[config.mk]
export PLATFORM = sky130hd
export DESIGN_NAME = byte_ring_fifo_overwrite
export DESIGN_NICKNAME = d
export VERILOG_FILES = /design/src/brfo_pkg.sv /design/src/brfo_store.sv /design/src/brfo_regs.sv /design/src/byte_ring_fifo_overwrite.sv
export SDC_FILE = /design/constraint.sdc
export NUM_CORES = 1
export LEC_CHECK = 0
export ABC_AREA = 1
export BUFFER_PORTS_ARGS = -buffer_cell sky130_fd_sc_hd__buf_2
export CORE_MARGIN = 2
export CORE_UTILIZATION = 60
export DETAILED_ROUTE_END_ITERATION = 8
export GPL_TIMING_DRIVEN = 0
export PLACE_DENSITY = 0.79
export SLEW_MARGIN = 10
export SYNTH_ARGS = -nofsm -noshare
export SYNTH_HDL_FRONTEND = slang
export SYNTH_SLANG_ARGS = --single-unit
[constraint.sdc]
create_clock -name clk -period 3.29 [get_ports clk]
set_input_delay 0.1645 -clock clk [delete_from_list [all_inputs] [get_ports clk]]
set_output_delay 0.1645 -clock clk [all_outputs]
set_load 0.03 [all_outputs]
[src/brfo_pkg.sv]
// ----------------------------------------------------------------------------
// brfo_pkg
// Shared types, widths and codes for the byte ring FIFO with overwrite.
// ----------------------------------------------------------------------------
package brfo_pkg;

  // Store geometry
  localparam int DEPTH  = 64;
  localparam int PTR_W  = $clog2(DEPTH);
  localparam int CNT_W  = 7;
  localparam int BYTE_W = 8;
  localparam int DATA_W = 32;
  localparam int ADDR_W = 3;

  typedef logic [PTR_W-1:0]  ptr_t;
  typedef logic [CNT_W-1:0]  cnt_t;
  typedef logic [BYTE_W-1:0] byte_t;

  localparam cnt_t CNT_ONE   = cnt_t'(1);
  localparam cnt_t RING_MIN  = cnt_t'(2);
  localparam cnt_t RING_MAX  = cnt_t'(DEPTH);

  // Register indexes (word address bit)
  localparam logic REG_OVERWRITE = 1'b0;
  localparam logic REG_CAPACITY  = 1'b1;

  // Operation codes
  localparam logic [1:0] KIND_PUSH  = 2'd0;
  localparam logic [1:0] KIND_POP   = 2'd1;
  localparam logic [1:0] KIND_DRAIN = 2'd2;
  localparam logic [1:0] KIND_FLUSH = 2'd3;

  // Result status codes
  localparam logic [1:0] ST_OK        = 2'd0;
  localparam logic [1:0] ST_DROPPED   = 2'd1;
  localparam logic [1:0] ST_NOT_READY = 2'd2;
  localparam logic [1:0] ST_EMPTY     = 2'd3;

  // Configuration seen by the sequencer
  typedef struct packed {
    logic overwrite;  // push into a full ring replaces the oldest byte
    cnt_t ring_size;  // clamped ring size, 2..DEPTH
    logic clear;      // capacity written this cycle: empty the ring
  } cfg_t;

endpackage

[src/brfo_store.sv]
// ----------------------------------------------------------------------------
// brfo_store
// Byte store: one write port, one read port, registered read data.
// ----------------------------------------------------------------------------
module brfo_store (
  input  logic                 clk,
  input  logic                 we,
  input  brfo_pkg::ptr_t       waddr,
  input  brfo_pkg::byte_t      wdata,
  input  logic                 re,
  input  brfo_pkg::ptr_t       raddr,
  output brfo_pkg::byte_t      rdata
);

  brfo_pkg::byte_t mem [brfo_pkg::DEPTH];
  brfo_pkg::byte_t rdata_r;

  // Write port
  always_ff @(posedge clk) begin
    if (we) begin
      mem[waddr] <= wdata;
    end
  end

  // Read port, registered read data
  always_ff @(posedge clk) begin
    if (re) begin
      rdata_r <= mem[raddr];
    end
  end

  assign rdata = rdata_r;

endmodule

[src/brfo_regs.sv]
// ----------------------------------------------------------------------------
// brfo_regs
// APB-style register port: overwrite mode and ring capacity.
// ----------------------------------------------------------------------------
module brfo_regs (
  input  logic                          clk,
  input  logic                          rst_n,
  input  logic                          psel,
  input  logic                          penable,
  input  logic                          pwrite,
  input  logic [brfo_pkg::ADDR_W-1:0]   paddr,
  input  logic [brfo_pkg::DATA_W-1:0]   pwdata,
  output logic [brfo_pkg::DATA_W-1:0]   prdata,
  output logic                          pready,
  output brfo_pkg::cfg_t                cfg
);

  logic           overwrite_r;
  brfo_pkg::cnt_t cap_raw_r;
  brfo_pkg::cnt_t ring_size_r;
  brfo_pkg::cnt_t cap_wr;
  brfo_pkg::cnt_t cap_clamped;
  logic           wr_beat;
  logic           reg_sel;

  assign pready  = 1'b1;
  assign wr_beat = psel && penable && pwrite;
  assign reg_sel = paddr[2];
  assign cap_wr  = pwdata[brfo_pkg::CNT_W-1:0];

  // Clamp capacity to the legal ring range
  always_comb begin
    if (cap_wr < brfo_pkg::RING_MIN) begin
      cap_clamped = brfo_pkg::RING_MIN;
    end else if (cap_wr > brfo_pkg::RING_MAX) begin
      cap_clamped = brfo_pkg::RING_MAX;
    end else begin
      cap_clamped = cap_wr;
    end
  end

  // Register writes
  always_ff @(posedge clk) begin
    if (!rst_n) begin
      overwrite_r <= 1'b0;
      cap_raw_r   <= brfo_pkg::RING_MAX;
      ring_size_r <= brfo_pkg::RING_MAX;
    end else if (wr_beat) begin
      case (reg_sel)
        brfo_pkg::REG_OVERWRITE: overwrite_r <= pwdata[0];
        brfo_pkg::REG_CAPACITY: begin
          cap_raw_r   <= cap_wr;
          ring_size_r <= cap_clamped;
        end
        default: ;
      endcase
    end
  end

  // Read mux
  always_comb begin
    case (reg_sel)
      brfo_pkg::REG_OVERWRITE: prdata = brfo_pkg::DATA_W'(overwrite_r);
      brfo_pkg::REG_CAPACITY:  prdata = brfo_pkg::DATA_W'(cap_raw_r);
      default:                 prdata = '0;
    endcase
  end

  assign cfg.overwrite = overwrite_r;
  assign cfg.ring_size = ring_size_r;
  assign cfg.clear     = wr_beat && (reg_sel == brfo_pkg::REG_CAPACITY);

endmodule

[src/byte_ring_fifo_overwrite.sv]
// ----------------------------------------------------------------------------
// byte_ring_fifo_overwrite
// Byte FIFO on a circular store with drop-or-overwrite on full.
// ----------------------------------------------------------------------------
// Usage:
//   Commands enter on start/in_kind/in_push_byte/in_count and are taken at a
//   clock edge with start high and busy low. Results leave on out_valid with
//   out_byte, out_byte_valid, out_last, out_status and out_fill_level, one
//   beat per cycle; the receiver cannot stall, so every beat must be taken.
//   Push, flush and every status-only result: one beat, in the cycle after the
//   command is taken; the next command may follow in the very next cycle.
//   Pop and frame drain of n bytes: n beats on consecutive cycles, the first
//   in the cycle after the command; busy is high while further bytes remain
//   to be read, and the next command is taken once busy is low. The byte rate
//   is set by the single read port of the store: one byte read per cycle.
//   Registers sit on the APB-style port (overwrite mode at 0x0, ring capacity
//   at 0x4); the user must write them only while no command is in flight, as
//   the block does not enforce it. Writing the capacity empties the ring.
//   Reset (rst_n low, synchronous) empties the ring, clears overwrite mode
//   and sets the capacity to the full store; the store contents are left as
//   they are and are never read before being written.
// ----------------------------------------------------------------------------
module byte_ring_fifo_overwrite (
  input  logic                          clk,
  input  logic                          rst_n,
  // command channel
  input  logic                          start,
  output logic                          busy,
  input  logic [1:0]                    in_kind,
  input  brfo_pkg::byte_t               in_push_byte,
  input  brfo_pkg::cnt_t                in_count,
  // result channel
  output logic                          out_valid,
  output brfo_pkg::byte_t               out_byte,
  output logic                          out_byte_valid,
  output logic                          out_last,
  output logic [1:0]                    out_status,
  output brfo_pkg::cnt_t                out_fill_level,
  // register port
  input  logic                          psel,
  input  logic                          penable,
  input  logic                          pwrite,
  input  logic [brfo_pkg::ADDR_W-1:0]   paddr,
  input  logic [brfo_pkg::DATA_W-1:0]   pwdata,
  output logic [brfo_pkg::DATA_W-1:0]   prdata,
  output logic                          pready
);

  typedef enum logic [1:0] {
    S_IDLE = 2'b01,
    S_POP  = 2'b10
  } state_t;

  state_t          state_r, state_nxt;
  brfo_pkg::ptr_t  rd_ptr_r, rd_ptr_nxt;
  brfo_pkg::ptr_t  wr_ptr_r, wr_ptr_nxt;
  brfo_pkg::cnt_t  fill_r, fill_nxt;
  brfo_pkg::cnt_t  remain_r, remain_nxt;

  logic            out_valid_r, out_valid_nxt;
  logic            out_bv_r, out_bv_nxt;
  logic            out_last_r, out_last_nxt;
  logic [1:0]      out_status_r, out_status_nxt;
  brfo_pkg::cnt_t  out_fill_r, out_fill_nxt;

  brfo_pkg::cfg_t  cfg;
  brfo_pkg::byte_t ram_rdata;
  brfo_pkg::ptr_t  rd_adv, wr_adv;
  brfo_pkg::cnt_t  pop_len, stream_len;
  logic            accept, full, ram_we;
  logic            stream_go, issue, issue_last;

  // Pointer step with wrap at the ring size
  function automatic brfo_pkg::ptr_t ptr_step(input brfo_pkg::ptr_t p,
                                              input brfo_pkg::cnt_t size);
    brfo_pkg::cnt_t n;
    n = brfo_pkg::cnt_t'(p) + brfo_pkg::CNT_ONE;
    ptr_step = (n >= size) ? '0 : brfo_pkg::ptr_t'(n);
  endfunction

  brfo_regs u_regs (
    .clk     (clk),
    .rst_n   (rst_n),
    .psel    (psel),
    .penable (penable),
    .pwrite  (pwrite),
    .paddr   (paddr),
    .pwdata  (pwdata),
    .prdata  (prdata),
    .pready  (pready),
    .cfg     (cfg)
  );

  brfo_store u_store (
    .clk   (clk),
    .we    (ram_we),
    .waddr (wr_ptr_r),
    .wdata (in_push_byte),
    .re    (issue),
    .raddr (rd_ptr_r),
    .rdata (ram_rdata)
  );

  assign busy    = (state_r == S_POP);
  assign accept  = start && !busy;
  assign full    = (fill_r == cfg.ring_size);
  assign rd_adv  = ptr_step(rd_ptr_r, cfg.ring_size);
  assign wr_adv  = ptr_step(wr_ptr_r, cfg.ring_size);
  assign pop_len = (in_count < fill_r) ? in_count : fill_r;

  // Command decode and byte streaming
  always_comb begin
    state_nxt      = state_r;
    rd_ptr_nxt     = rd_ptr_r;
    wr_ptr_nxt     = wr_ptr_r;
    fill_nxt       = fill_r;
    remain_nxt     = remain_r;
    ram_we         = 1'b0;
    stream_go      = 1'b0;
    stream_len     = in_count;
    issue          = 1'b0;
    issue_last     = 1'b0;
    out_valid_nxt  = 1'b0;
    out_bv_nxt     = 1'b0;
    out_last_nxt   = 1'b1;
    out_status_nxt = brfo_pkg::ST_OK;
    out_fill_nxt   = fill_r;

    case (state_r)
      S_IDLE: begin
        if (accept) begin
          out_valid_nxt = 1'b1;
          case (in_kind)
            brfo_pkg::KIND_PUSH: begin
              if (full && !cfg.overwrite) begin
                out_status_nxt = brfo_pkg::ST_DROPPED;
              end else begin
                ram_we     = 1'b1;
                wr_ptr_nxt = wr_adv;
                if (full) begin
                  rd_ptr_nxt = wr_adv;
                end else begin
                  fill_nxt = fill_r + brfo_pkg::CNT_ONE;
                end
                out_fill_nxt = fill_nxt;
              end
            end
            brfo_pkg::KIND_POP: begin
              if (fill_r == '0) begin
                out_status_nxt = brfo_pkg::ST_EMPTY;
              end else if (pop_len != '0) begin
                stream_go  = 1'b1;
                stream_len = pop_len;
              end
            end
            brfo_pkg::KIND_DRAIN: begin
              if (in_count > fill_r) begin
                out_status_nxt = brfo_pkg::ST_NOT_READY;
              end else if (in_count != '0) begin
                stream_go  = 1'b1;
                stream_len = in_count;
              end
            end
            brfo_pkg::KIND_FLUSH: begin
              rd_ptr_nxt   = wr_ptr_r;
              fill_nxt     = '0;
              out_fill_nxt = '0;
            end
            default: ;
          endcase

          // first byte of a pop or drain goes out with the command
          if (stream_go) begin
            issue      = 1'b1;
            issue_last = (stream_len == brfo_pkg::CNT_ONE);
            remain_nxt = stream_len - brfo_pkg::CNT_ONE;
            state_nxt  = issue_last ? S_IDLE : S_POP;
          end
        end
      end
      S_POP: begin
        issue      = 1'b1;
        issue_last = (remain_r == brfo_pkg::CNT_ONE);
        remain_nxt = remain_r - brfo_pkg::CNT_ONE;
        if (issue_last) begin
          state_nxt = S_IDLE;
        end
      end
      default: state_nxt = S_IDLE;
    endcase

    // one byte read: advance read side, report the level after removal
    if (issue) begin
      rd_ptr_nxt    = rd_adv;
      fill_nxt      = fill_r - brfo_pkg::CNT_ONE;
      out_valid_nxt = 1'b1;
      out_bv_nxt    = 1'b1;
      out_last_nxt  = issue_last;
      out_fill_nxt  = fill_nxt;
    end

    // capacity write empties the ring
    if (cfg.clear) begin
      rd_ptr_nxt = '0;
      wr_ptr_nxt = '0;
      fill_nxt   = '0;
    end
  end

  // Control state
  always_ff @(posedge clk) begin
    if (!rst_n) begin
      state_r     <= S_IDLE;
      rd_ptr_r    <= '0;
      wr_ptr_r    <= '0;
      fill_r      <= '0;
      remain_r    <= '0;
      out_valid_r <= 1'b0;
    end else begin
      state_r     <= state_nxt;
      rd_ptr_r    <= rd_ptr_nxt;
      wr_ptr_r    <= wr_ptr_nxt;
      fill_r      <= fill_nxt;
      remain_r    <= remain_nxt;
      out_valid_r <= out_valid_nxt;
    end
  end

  // Result payload
  always_ff @(posedge clk) begin
    out_bv_r     <= out_bv_nxt;
    out_last_r   <= out_last_nxt;
    out_status_r <= out_status_nxt;
    out_fill_r   <= out_fill_nxt;
  end

  assign out_valid      = out_valid_r;
  assign out_byte       = out_bv_r ? ram_rdata : '0;
  assign out_byte_valid = out_bv_r;
  assign out_last       = out_last_r;
  assign out_status     = out_status_r;
  assign out_fill_level = out_fill_r;

  // Checks
  a_fill_bound: assert property (@(posedge clk) disable iff (!rst_n)
    fill_r <= cfg.ring_size)
    else $error("fill level above ring size");

  a_ptr_bound: assert property (@(posedge clk) disable iff (!rst_n)
    (brfo_pkg::cnt_t'(rd_ptr_r) < cfg.ring_size) &&
    (brfo_pkg::cnt_t'(wr_ptr_r) < cfg.ring_size))
    else $error("pointer outside ring");

  a_cmd_beat: assert property (@(posedge clk) disable iff (!rst_n)
    accept |=> out_valid)
    else $error("command gave no result beat");

  a_stream_beat: assert property (@(posedge clk) disable iff (!rst_n)
    busy |=> (out_valid && out_byte_valid))
    else $error("byte stream stalled");

  a_status_last: assert property (@(posedge clk) disable iff (!rst_n)
    (out_valid && !out_byte_valid) |-> out_last)
    else $error("status beat not marked last");

endmodule
==> results.sh, run 1 <==
export IMPL_start_util_pct=60.70
export IMPL_worstPathRequired_ns=3.53
export IMPL_cp_slowest_cell="nor2_1"
export IMPL_status="complete, but fails checks"
export IMPL_wl_mm=73.45
export IMPL_ys_top_cells_by_area="edfxtp_1 (65%), a21oi_1 (6.1%), o221ai_1 (4.7%), dfxtp_1 (4.6%), nand2_1 (4.4%)"
export IMPL_clock_fmax_mhz=291.0
export IMPL_yosysWarningCount=0
export IMPL_end_kind="flip-flop"
export IMPL_worst_setup_path_start_kind="flip-flop"
export IMPL_diodes=0
export IMPL_final_common_cell="edfxtp_1"
export IMPL_tightest_slew_ns=1.352
export IMPL_dieArea_um2=41720
export IMPL_clock_latency_ns=0.63
export IMPL_fin_area_um2=27810
export IMPL_power_leakage_uw=0.009677
export IMPL_gp_congestion=1.110
export IMPL_synthFlopType="edfxtp_1"
export IMPL_crit_arrival_ns=3.68
export IMPL_layout_drive_gt1_share_pct=13.75
export IMPL_drt_iter0_drc=3183
export IMPL_syn2layout_area_growth_pct=15.57
export IMPL_synth_seq_cells=575
export IMPL_r2r_start="state_r[0]"
export IMPL_via_per_inst=6.611
export IMPL_seq_area_um2=16720
export IMPL_hpwl_mm=48.36
export IMPL_antenna_found_initial=1
export IMPL_skew_ns=0.03341
export IMPL_io_pin_count=112
export IMPL_crit_type="reg2reg"
export IMPL_ir_drop_mv=0.5980
export IMPL_wl_per_cell_um=27.06
export IMPL_ys_seq_area_share_pct=69.47
export IMPL_ys_types=46
export IMPL_final_hold_viol_count=0
export IMPL_firstDrtPassIters=6
export IMPL_syn_inst=1972
export IMPL_cts_buffers=55
export IMPL_hp_start="in_count[4]"
export IMPL_cts_htree_levels=2
export IMPL_grt_pass1_vias=16920
export IMPL_cp_cell_sequence="inv_1 > ha_1 > clkbuf_1 > inv_2 > nand2_1 > nor2_1 > inv_1 > nor2_1 > nand2_1 > inv_1 > nand2_1 > nor2_1"
export IMPL_setup_violations=138
export IMPL_crit_start="state_r[0]"
export IMPL_grt_usage_pct=35.30
export IMPL_clkTransAtPathRegs_ns=0.06
export IMPL_syn_area_um2=24060
export IMPL_core_area_um2=39640
export IMPL_period_share_pct=104.4
export IMPL_overflow=0
export IMPL_synth_top_area_cell="edfxtp_1"
export IMPL_clock_sinks=575
export IMPL_power_density_nw_per_um2=604.0
export IMPL_dieWidth_um=204.3
export IMPL_min_period_ns=3.436
export IMPL_grt_start_max_net_pins=65
export IMPL_layout_common_cells="edfxtp_1 (520), a21oi_1 (294), nand2_1 (278)"
export IMPL_drc=0
export IMPL_crit_fanout=9
export IMPL_grt_pass1_wl_mm=107.0
export IMPL_violations="setup timing"
export IMPL_max_cap_violations=0
export IMPL_worstHoldPathType="in2reg"
export IMPL_final_nets=2236
export IMPL_routed_via_count=17940
export IMPL_multi_input_area_um2=6882
export IMPL_cts_root_buf="clkbuf_16"
export IMPL_clk_path_buf_depth=3
export IMPL_rows=73
export IMPL_place_area_um2=25090
export IMPL_port_buffers=57
export IMPL_max_stage_delay_ns=0.86
export IMPL_ant_nets=0
export IMPL_cts_tree="built"
export IMPL_slew_violations=0
export IMPL_slew_headroom_pct=9.606
export IMPL_finalSetupTns_ns=-8.021
export IMPL_synthArstFlopShare_pct=0
export IMPL_worst_slack_ns=-0.1459
export IMPL_synth_top_area_share_pct=64.90
export IMPL_n_fill_cell=2634
export IMPL_die_h_um=204.3
export IMPL_synth_edf_count=520
export IMPL_rsz0062_at_grt="true"
export IMPL_syn_area_per_cell_um2=12.20
[registers in the layout, summed over array words and instances (netlist names)]
signal / count
out_last: 1
wr_ptr_r: 6
state_r: 2
out_valid: 1
remain_r: 7
fill_r: 7
u_regs.overwrite_r: 1
rd_ptr_r: 6
out_byte_valid: 1
out_fill_level: 7
u_regs.cap_raw_r: 7
u_store.rdata: 8
out_status: 2
u_regs.ring_size_r: 7
u_store.mem: 512
[path summary, 6_finish.rpt]
kind	slack, ns	to	cells past startpoint
min	0.03	remain_r[4]	5
max	-0.15	u_store.mem[63][4]	12
min reg2reg	0.46	u_regs.cap_raw_r[0]	2
max reg2reg	-0.15	u_store.mem[63][4]	12
[synth_stat cells (7+ instances only)]
cell type    n
a211oi_1     7
a21oi_1    294
buf_1        9
buf_4       26
clkbuf_1    99
dfxtp_1     55
edfxtp_1   520
ha_1        36
inv_1       90
nand2_1    279
nand3_1    104
nand4_1      9
nor2_1     110
nor3_1       9
o21ai_0    107
o221ai_1   128
xnor2_1     10
xor2_1      14
[cell type report]
cell class	count	share of cell area (%)
Clock inverter	36	1.404
Sequential cell	575	60.11
Multi-Input combinational cell	1183	24.75
Clock buffer	68	5.273
Timing Repair Buffer	91	2.421
Tap cell	525	2.362
Inverter	99	1.363
Buffer	137	2.317
[repair_timing]
action,4_1_cts,5_1_grt
endpoints found under the hold margin,18,0
setup buffers,9,11
hold buffers,14,0
endpoints found under the setup margin,341,537
gates resized for setup,55,87
pin swaps,4,4
[worst max-delay path: cells and delay by family (launching register included)]
kind,cells,cell delay (ns)
AND/OR/NAND/NOR,6,1.81
adder cells (fa/ha/maj),1,0.22
buffers and inverters,5,0.69
flip-flops,1,0.34
[metrics by stage]
| step | util, % | hold slack [ns] | total power (µW) | setup WS [ns] | std cells |
|---|---|---|---|---|---|
| final | 70.15 | 0.02971 | 16800 | -0.1459 | 2714 |
| after global routing | 70.15 | 0.09272 | 17150 | -0.2570 | 2714 |
| after CTS | 69.00 | 0.02632 | 16630 | -0.1773 | 2704 |
| after detailed placement | 63.30 | 0.4331 | 10250 | -0.4098 | 2578 |
| after global placement | 63.30 | 0.4289 | 10200 | -0.3368 | 2578 |
| after floorplan | - | 0.2634 | 9434 | 0.5751 | 1996 |
[metal layers]
layer  global-route usage (%)  vias up  wire length (µm)  share of wire (%)
li1                         -     7619                 -                  -
met1                    47.16     8554             25800                 35
met2                    53.81     1472             33090                 45
met5                        0        -                15              0.020
met4                    17.68        2              4299                5.9
met3                    9.471      296             10240                 14
[power by group]
group / leakage [µW] / internal (µW) / total [µW] / switching [µW]
Clock: 0.000899 / 3740 / 6540 / 2810
Combinational: 0.00366 / 571 / 2180 / 1610
Sequential: 0.00512 / 8030 / 8070 / 43.2
Total: 0.00968 / 12300 / 16800 / 4460
[cell families after synthesis]
group / after synthesis / synth area share, %
buffers and inverters: 238 / 4.196
XOR/XNOR: 24 / 0.8736
AO/OA/AOI/OAI: 560 / 13.95
flip-flops: 575 / 69.47
other: 2 / 0.03121
AND/OR/NAND/NOR: 537 / 9.604
adder cells (fa/ha/maj): 36 / 1.872
Note: power is estimated with default switching activity, not from simulation.
==> inputs of run 2 (changes only) <==
GPL_TIMING_DRIVEN = default   (was 0)
==> run 2 against run 1 <==
Effect of this change: the flow now finishes without violations; via count decreased by 6.1%; non-clock buffer count is 49 lower; clock-buffer cell count grew 3; sequential share of layout area up 1.2 points; cell area fell by 1.9%; cell count decreased by 2.0%; sequential power about the same; global-route usage is 6.2 points lower; flip-flop and latch count did not move.
==> results.sh, run 2 (synthesis gave the netlist of run 1 again) <==
export IMPL_status="completed"
export IMPL_crit_arrival_ns=3.31
export IMPL_setup_violations=0
export IMPL_r2r_slack_ns=0.28
export IMPL_regMostFlops="u_store.mem"
export IMPL_place_area_um2=25300
export IMPL_worst_setup_path_start_kind="flip-flop"
export IMPL_drc=0
export IMPL_clkTransAtPathRegs_ns=0.07
export IMPL_power_leakage_uw=0.009784
export IMPL_rows=73
export IMPL_rsz0062_at_grt="false"
export IMPL_clock_latency_ns=0.62
export IMPL_clock_fmax_mhz=331.9
export IMPL_r2r_start="state_r[0]"
export IMPL_firstDrtPassIters=6
export IMPL_final_nets=2188
export IMPL_clock_power_share_pct=38.4
export IMPL_layout_common_cells="edfxtp_1 (520), a21oi_1 (294), nand2_1 (277)"
export IMPL_grt_pass1_vias=16320
export IMPL_holdPathStages=1
export IMPL_grt_start_max_net_pins=116
export IMPL_diodes=0
export IMPL_hpwl_mm=35.43
export IMPL_slew_headroom_pct=14.86
export IMPL_drt_iter0_drc=1973
export IMPL_power_density_nw_per_um2=593.3
export IMPL_end_kind="flip-flop"
export IMPL_cts_root_buf="clkbuf_16"
export IMPL_core_area_um2=39640
export IMPL_final_hold_viol_count=0
export IMPL_io_pin_count=112
export IMPL_routed_via_count=16850
export IMPL_gp_congestion=0.9082
export IMPL_syn2layout_area_growth_pct=13.40
export IMPL_cts_setup_buffers=0
export IMPL_port_buffers=58
export IMPL_antenna_found_initial=0
export IMPL_worstHoldPathType="in2reg"
export IMPL_start_util_pct=60.70
export IMPL_cts_buffers=56
export IMPL_period_share_pct=91.58
export IMPL_clk_path_buf_depth=3
export IMPL_wl_per_cell_um=22.54
export IMPL_min_period_ns=3.013
export IMPL_seq_power_share_pct=50.0
export IMPL_via_per_inst=6.331
export IMPL_slew_violations=0
export IMPL_fin_area_um2=27290
export IMPL_wl_mm=59.99
export IMPL_ff2ff_path_depth=12
export IMPL_overflow=0
export IMPL_hp_start="in_push_byte[5]"
export IMPL_cts_htree_levels=2
export IMPL_max_cap_violations=0
export IMPL_grt_usage_pct=29.07
export IMPL_combinationalPowerShare_pct=11.6
export IMPL_largest_register_ffs=512
export IMPL_p_sw_share_pct=25.03
export IMPL_crit_fanout=10
export IMPL_dieArea_um2=41720
export IMPL_switching_power_uw=4051
export IMPL_layout_drive_gt1_share_pct=12.73
export IMPL_grt_pass1_wl_mm=92.05
export IMPL_regToRegEndpoint="u_store.mem[18][1]"
export IMPL_p_int_uw=12140
export IMPL_finalSetupTns_ns=0
export IMPL_tightest_slew_ns=1.277
export IMPL_die_h_um=204.3
export IMPL_skew_ns=0.02939
export IMPL_ant_nets=0
export IMPL_crit_type="reg2reg"
export IMPL_min_to="u_store.mem[59][5]"
export IMPL_cts_tree="built"
export IMPL_clock_sinks=575
export IMPL_worstPathRequired_ns=3.59
export IMPL_final_common_cell="edfxtp_1"
export IMPL_dieWidth_um=204.3
export IMPL_ir_drop_mv=0.7081
run 2: changes by cell type in the layout (fill, tap and decap cells not counted), moves of 4 or more:
cell / change
clkbuf_1: -85
nor2_1: +58
buf_4: +52
nor2_4: -50
clkbuf_2: -9
nor2_2: -8
buf_1: -6
dlygate4sd3_1: +6
nand3_1: +5
clkinv_1: +4
run 2: what timing repair did:
action / 4_1_cts / 5_1_grt
hold endpoints to repair: 24 / 0
setup endpoints to repair: 0 / 4
gates resized for setup: 0 / 3
hold buffers: 20 / 0
run 2: cell type report:
class | count | area [µm²]
fill | 2681 | 12350
inverter | 99 | 376.6
sequential | 575 | 16720
multi-input combinational | 1183 | 6446
clock inverter | 29 | 279.0
clock buffer | 71 | 1479
tap | 525 | 656.9
timing repair buffer | 179 | 1324
run 2: per-layer routing:
layer  GRT usage (%)  part of all wire, %  vias to the layer above
met3           4.512                  9.5                      188
met1           38.62                   38                     8127
met4           14.52                  4.6                        0
li1                -                    -                     7507
met2           47.08                   48                     1026
met5               0                    0                        -
run 2: worst max-delay path by stage:
stage | from | endpoint | depth (start not counted)
floorplan | state_r[0] | u_store.mem[16][0] | 12
global placement | fill_r[2] | rd_ptr_r[0] | 20
detailed placement | fill_r[2] | rd_ptr_r[0] | 20
CTS | fill_r[2] | rd_ptr_r[0] | 20
global route | fill_r[2] | rd_ptr_r[0] | 20
finish | state_r[0] | u_store.mem[18][1] | 12
run 2: per-stage QoR:
stage,worst slack [ns],utilization (%),hold WS (ns),power [µW],std cells
2_1_floorplan,0.5751,-,0.2634,9434,1996
3_3_place_gp,0.4127,63.82,0.4277,9978,2540
3_5_place_dp,0.3083,63.82,0.4364,10050,2540
4_1_cts,0.2601,68.76,0.06231,16180,2660
5_1_grt,0.008232,68.83,0.09357,16660,2661
6_report,0.2772,68.83,0.07930,16190,2661
run 2: power by group through the flow:
stage / Sequential (µW) / Combinational, µW / Clock, µW
after floorplan: 8240 / 1190 / 0
after global placement: 8240 / 1740 / 0
after detailed placement: 8250 / 1800 / 0
after CTS: 8090 / 1830 / 6260
after global routing: 8090 / 2050 / 6520
final: 8090 / 1880 / 6220
run 2: critical path, cell delays in order, from the launching register on:
cell     delay (ns)
dfxtp_1        0.34
inv_1          0.07
ha_1           0.32
inv_2          0.10
nand2_1        0.08
nor2_1         0.22
inv_1          0.12
nor2_1         0.10
nand2_1        0.15
nor2_1         0.25
nand3_1        0.44
nor2_1         0.28
buf_4          0.21
